==> config.mk <==
export PLATFORM = sky130hd
export DESIGN_NAME = iwsb_ctrl
export DESIGN_NICKNAME = d
export VERILOG_FILES = /design/src/rtl/core/iwsb_pkg.sv /design/src/rtl/core/iwsb_ctrl.sv
export SDC_FILE = /design/constraint.sdc
export NUM_CORES = 1
export LEC_CHECK = 0
export BUFFER_PORTS_ARGS = -buffer_cell sky130_fd_sc_hd__clkbuf_2
export CAP_MARGIN = 5
export CORE_AREA = 5 5 42 44
export CTS_CLUSTER_SIZE = 10
export DETAILED_ROUTE_END_ITERATION = 16
export DIE_AREA = 0 0 47 49
export GPL_ROUTABILITY_DRIVEN = 0
export PLACE_DENSITY = 0.54
export SLEW_MARGIN = 25
export SYNTH_ARGS = -nofsm -noshare
export SYNTH_HDL_FRONTEND = slang
export SYNTH_SLANG_ARGS = --single-unit
==> constraint.sdc <==
create_clock -name i_clk -period 1.6 [get_ports i_clk]
set_clock_uncertainty 0.2 [all_clocks]
set_input_delay 0.08 -clock i_clk [delete_from_list [all_inputs] [get_ports i_clk]]
set_output_delay 0.08 -clock i_clk [all_outputs]
set_load 0.005 [all_outputs]
==> src/rtl/core/iwsb_pkg.sv <==
// Shared types and constants for the indexed wheel slot blend block.
package iwsb_pkg;

    // Field widths
    localparam int CNT_W   = 5;
    localparam int OFS_W   = 16;
    localparam int ANG_W   = 32;
    localparam int SUM_W   = ANG_W + 1;
    localparam int POS_W   = 4;
    localparam int NUM_W   = 8;
    localparam int CH_W    = 16;
    localparam int WRAP_W  = 15;
    localparam int PH_W    = 16;
    localparam int COORD_W = PH_W + CNT_W;
    localparam int CFG_W   = 16;
    localparam int CFG_IDX_W = 1;
    localparam int NUM_CH  = 4;

    // One turn is 23040 = 45 * 512 units
    localparam int TURN_UNITS = 23040;
    localparam int LOW_W      = 9;
    localparam int DIV_BASE   = 45;
    localparam int REM_W      = 6;

    // Angle reduction: biased quotient by reciprocal of 45
    localparam int           X_W       = SUM_W - LOW_W + 1;
    localparam logic [X_W-1:0] X_BIAS  = X_W'(DIV_BASE * (2 ** 18));
    localparam int           RECIP1_SH = 25;
    localparam int           RECIP1_W  = 20;
    localparam logic [RECIP1_W-1:0] RECIP1 = RECIP1_W'((2 ** RECIP1_SH) / DIV_BASE);
    localparam int           Q1_W      = 20;
    localparam int           PROD1_W   = X_W + RECIP1_W;

    // Phase: wrapped * 128 / 45
    localparam int           V_W       = WRAP_W + 7;
    localparam int           RECIP2_SH = 22;
    localparam int           RECIP2_W  = 17;
    localparam logic [RECIP2_W-1:0] RECIP2 = RECIP2_W'((2 ** RECIP2_SH) / DIV_BASE);
    localparam int           PROD2_W   = V_W + RECIP2_W;

    // Blend lanes
    localparam int D_W    = CH_W + 1;
    localparam int BPR_W  = 2 * D_W;

    // Codes
    localparam logic ACT_EVALUATE = 1'b0;
    localparam logic ACT_LOAD     = 1'b1;
    localparam logic [CFG_IDX_W-1:0] CFG_SLOT_COUNT       = 1'b0;
    localparam logic [CFG_IDX_W-1:0] CFG_PLACEMENT_OFFSET = 1'b1;

    typedef struct packed {
        logic [NUM_W-1:0] number;
        logic [CH_W-1:0]  red;
        logic [CH_W-1:0]  green;
        logic [CH_W-1:0]  blue;
        logic [CH_W-1:0]  gain;
    } t_slot;

    localparam int SLOT_W = $bits(t_slot);

    typedef struct packed {
        logic accept_eval;
        logic write_slot;
        logic div1;
        logic rem1;
        logic div2;
        logic rem2;
        logic scale;
        logic mul;
        logic load_out;
    } t_cmd;

endpackage

==> src/rtl/core/iwsb_ctrl.sv <==
// Controller: steps one request through the datapath and owns the output valid.
module iwsb_ctrl import iwsb_pkg::*; (
    input  logic i_clk,
    input  logic i_rst_n,
    input  logic i_valid,
    input  logic i_action,
    output logic o_ready,
    output logic o_valid,
    input  logic i_out_ready,
    output t_cmd o_cmd
);

    typedef enum logic [3:0] {
        S_IDLE,
        S_DIV1,
        S_REM1,
        S_DIV2,
        S_REM2,
        S_SCALE,
        S_READ,
        S_MUL,
        S_OUT
    } t_state;

    t_state r_state;
    logic   r_out_valid;

    assign o_ready = (r_state == S_IDLE);
    assign o_valid = r_out_valid;

    always_comb begin
        o_cmd             = '0;
        o_cmd.accept_eval = (r_state == S_IDLE) && i_valid && (i_action == ACT_EVALUATE);
        o_cmd.write_slot  = (r_state == S_IDLE) && i_valid && (i_action == ACT_LOAD);
        o_cmd.div1        = (r_state == S_DIV1);
        o_cmd.rem1        = (r_state == S_REM1);
        o_cmd.div2        = (r_state == S_DIV2);
        o_cmd.rem2        = (r_state == S_REM2);
        o_cmd.scale       = (r_state == S_SCALE);
        o_cmd.mul         = (r_state == S_MUL);
        o_cmd.load_out    = (r_state == S_OUT) && (!r_out_valid || i_out_ready);
    end

    always_ff @(posedge i_clk) begin
        if (!i_rst_n) begin
            r_state     <= S_IDLE;
            r_out_valid <= 1'b0;
        end else begin
            if (o_cmd.load_out) begin
                r_out_valid <= 1'b1;
            end else if (i_out_ready) begin
                r_out_valid <= 1'b0;
            end
            unique case (r_state)
                S_IDLE: begin
                    if (o_cmd.accept_eval) begin
                        r_state <= S_DIV1;
                    end
                end
                S_DIV1:  r_state <= S_REM1;
                S_REM1:  r_state <= S_DIV2;
                S_DIV2:  r_state <= S_REM2;
                S_REM2:  r_state <= S_SCALE;
                S_SCALE: r_state <= S_READ;
                S_READ:  r_state <= S_MUL;
                S_MUL:   r_state <= S_OUT;
                S_OUT: begin
                    // hold until the output register is free
                    if (o_cmd.load_out) begin
                        r_state <= S_IDLE;
                    end
                end
                default: r_state <= S_IDLE;
            endcase
        end
    end

    a_eval_starts: assert property (@(posedge i_clk) disable iff (!i_rst_n)
        (i_valid && o_ready && i_action == ACT_EVALUATE) |=> (r_state == S_DIV1))
        else $error("evaluate request did not start the sequence");

    a_load_stays_idle: assert property (@(posedge i_clk) disable iff (!i_rst_n)
        (i_valid && o_ready && i_action == ACT_LOAD) |=> (r_state == S_IDLE))
        else $error("load request left idle");

    a_result_from_out: assert property (@(posedge i_clk) disable iff (!i_rst_n)
        $rose(r_out_valid) |-> $past(r_state == S_OUT))
        else $error("result raised outside the output step");

endmodule

Word level (Yosys, flattened, before mapping):

Index checks and enable logic that the tools add are counted.

* register bits after elaboration: 5
* latch bits: 0
* RAM bits: 0
* ROM bits: 0
* input port bits: 5
* output and inout bits: 11
* logic and storage cells: 27
* memories kept: 0

* $add $sub $neg: 0
* multipliers: 0
* div/mod/pow operators: 0
* order comparisons: 0
* equality and inequality tests: 10
* shift-type cells: 0
* muxes and demuxes: 5
* bitwise operators: 1
* reduce and logical (&&, ||, !) cells: 9

Operators by type and width (count)
* $pmux 4 s9: 1
* $eq 4x3->1 const B: 4
* $eq 4x2->1 const B: 2
* $mux 4: 2
* $eq 4x1->1 const B: 1
* $eq 4x4->1 const B: 1
* $logic_and 1x1->1: 4
* $logic_not 4->1: 1
* $mux 1: 2
* $ne 2x1->1 const B: 1
* $ne 2x2->1 const B: 1
* $reduce_and 2->1: 1
* $reduce_bool 2->1: 1
* $logic_not 1->1: 1
* $logic_or 1x1->1: 1
* $not 1->1: 1

Depth between registers and ports, before layout:

* depth after elaboration: 5
* gate-level depth with buffers: 4
* gate-level depth less buffers: 3

Worst setup path before layout:

No wires, ideal clock.

* path kind: register -> register
* from: reg r_state[0]
* to: reg r_state[3]
* library setup time: 0.058 ns
* arrival: 1.156 ns
* data required time: 1.342 ns
* slack: 0.186 ns
* cell stages (with the launch flop): 5
* buffers on the path: 1
* clock period less this slack: 1.414 ns
* path through: dfxtp_1 -> buf_6 -> or4b_4 -> nor2_1 -> o211a_1

* cells in the longest elaborated chain, start to end: 5
* elaborated cells on any way between the ends: 16
* those cells by class: eq/ne (10); mux (1); reduce/logical (5)

Ends and longest elaborated chain
* start, declared: RTL line iwsb_ctrl.sv:25 `t_state r_state;`
* start signal, assigned: RTL line iwsb_ctrl.sv:46 `r_state <= S_IDLE;`
* start signal, assigned: RTL line iwsb_ctrl.sv:57 `r_state <= S_DIV1;`
* start signal, assigned: RTL line iwsb_ctrl.sv:60 `S_DIV1: r_state <= S_REM1;`
* $logic_not 4->1: RTL line iwsb_ctrl.sv:33, iwsb_ctrl.sv:54
* $logic_and 1x1->1 (2 in a row): RTL line iwsb_ctrl.sv:33 `o_cmd.accept_eval = (r_state == S_IDLE) && i_valid && (i_action == ACT_EVALUATE);`
* $ne 2x1->1 (no source line)
* $reduce_and 2->1 (no source line)

Parallel ways exist; a longest one is shown, timed or not.
A chain may end at the register's enable or synchronous reset.

==> results_dict.tcl <==
set metrics [dict create \
    globalRouteOverflowTotal 0 \
    dr_total_vias 339 \
    core_sq_um 1400 \
    start_kind "flip-flop" \
    ys_warn_count 0 \
    hold_class "in -> reg" \
    drtPass1Iterations 4 \
    drc_errors 0 \
    cap_viol_max_count 0 \
    slew_headroom 0.781 \
    clk_path_buf_depth 2 \
    drv_slew 0 \
    max-vdd-ir-drop_v 0.000458 \
    max_freq_mhz 608 \
    reg2reg_from "r_state[0]$_SDFFE_PN0P_" \
    fin_crit_sh 1.03 \
    grt_pass1_vias 300 \
    drive_gt1_frac 0.483 \
    fin_crit_ns 1.64 \
    grt_pass1_wl_um 1300 \
    required_ns 1.32 \
    finalNetCount 64 \
    critPathKind "reg -> out" \
    initial_core_util 0.210 \
    p_per_area_nw_per_um2 1020 \
    syn_to_final_growth_pct 60.0 \
    clk_pin_slew_worst_paths_ns 0.04 \
    portBuffers 15 \
    die_h_um 49 \
    setup_ws_ns -0.0448 \
    clk_latency_ns 0.24 \
    cp_max_fo 5 \
    diodes 0 \
    ys_top_cells_by_area "dfxtp_1 34%, nand2b_1 8.5%, nor2_1 7.7%" \
    cts_tree "yes" \
    worst_pin_slew_ns 0.323 \
    fp-row-count 14 \
    synth_top_area_share 0.340 \
    drtAntennaViolNets 0 \
    h-tree-depth 1 \
    end_kind "output port" \
    dp_slack_ns 0.153 \
    violations "setup timing" \
    min_from "i_valid" \
    antenna_found_initial 0 \
    crit_start "r_state[0]$_SDFFE_PN0P_" \
    synth_cell_type_count 20 \
    postLayoutCellArea_sq_um 470 \
    grt_usage 0.0790 \
    dieArea_sq_um 2300 \
    ys_seq_area_frac 0.340 \
    p_leak_nw 0.231 \
    cts_inserted_buffers 3 \
    vias_per_cell 4.58 \
    io_pins 16 \
    status "finished, violations left" \
    setup_viol 1 \
    hold_viol 0 \
    dp_hpwl_um 547 \
    wl_per_cell_um 11.2 \
    ys_ff_latch 5 \
    yosys.area.top_type "dfxtp_1" \
    postSynthCellCount 35 \
    postSynthAreaPerCell_sq_um 8.40 \
    fillers 156 \
    mostFrequentLayoutCells "14 x clkbuf_2, 6 x nor2_1, 4 x nand2b_1" \
    syn_nets 40 \
    cts-root-buf "clkbuf_4" \
    cp_data_arrival_time_ns 1.36 \
    layout_commonest_cell "clkbuf_2" \
    cts.sinks 5 \
    grt_max_degree 9 \
    syn_area_sq_um 294 \
    drt_wl_total_um 830 \
    dieWidth_um 47 \
    drt-initial-drc-count 3 \
    hold_slack_ns 0.0467 \
    place_area_sq_um 388 \
    rsz0062_at_grt "yes" \
]
## sequential cells by signal, summed over array words and instances, names as in the netlist
| name | count |
|---|---|
| r_state | 4 |
| o_valid | 1 |
## what timing repair did
item	in CTS	in global routing
hold buffers	3	0
gates resized for setup	4	4
setup buffers	0	1
endpoints found under the setup margin	2	4
hold endpoints to repair	5	0
pin swaps	0	1
## metal layers
| layer | routed length (um) | global-route usage | up-vias |
|---|---|---|---|
| li1 | - | - | 167 |
| met2 | 387 | 0.113 | 21 |
| met5 | 0 | 0 | - |
| met3 | 112 | 0.0554 | 2 |
| met1 | 322 | 0.0971 | 149 |
| met4 | 8 | 0.0138 | 0 |
## critical path: stages (launching register included)
cell and delay, ns:
dfxtp_2 0.35, or4b_4 0.54, nor2b_2 0.12, clkbuf_2 0.11
## synth_stat cells (all sizes together)
library cell,n
nor3b,1
and3,1
nor4b,1
nand2,3
nor4bb,1
dfxtp,5
a21boi,1
o211a,1
buf,2
o21ai,1
nor2b,1
xor2,1
inv,1
nor4,1
nor2,6
nand2b,4
or4b,1
xnor2,1
nor3,2
## cell type report
cell class                 instances  area [sq um]  share of cell area
inverter                           1          3.75             0.00798
sequential                         5           108               0.229
timing repair buffer              21           128               0.271
multi-input combinational         27           185               0.394
tap                               16          20.0              0.0426
clock buffer                       4          26.3              0.0559
## report_power, final
part	internal [mW]	switching [mW]	leakage [nW]
Clock	0.0941	0.0496	0.0150
Sequential	0.141	0.0320	0.0427
Combinational	0.0925	0.0707	0.173
## through the flow
stage               setup TNS [ns]  instances  total power, mW   util
finish                     -0.0448         74            0.480  0.336
global route                -0.214         74            0.521  0.336
CTS                        -0.0573         73            0.464  0.321
detailed placement               0         66            0.303  0.277
global placement                 0         66            0.303  0.277
floorplan                        0         35            0.256      -
## cell families after synthesis
| family | count (synthesis) | synth area share |
|---|---|---|
| simple gates | 22 | 0.455 |
| flops | 5 | 0.340 |
| compound gates | 3 | 0.0766 |
| buf+inv | 3 | 0.0681 |
| xor+xnor | 2 | 0.0596 |
## worst paths after layout
| kind | slack [ns] | cells past startpoint | end |
|---|---|---|---|
| setup / recovery | -0.04 | 3 | o_cmd[0] |
| hold / removal | 0.05 | 4 | r_state[3]$_SDFFE_PN0P_ |
| setup reg to reg | 0.19 | 3 | r_state[3]$_SDFFE_PN0P_ |
| hold reg to reg | 0.31 | 1 | r_state[0]$_SDFFE_PN0P_ |
No activity file was read; power rests on OpenSTA's default activity.
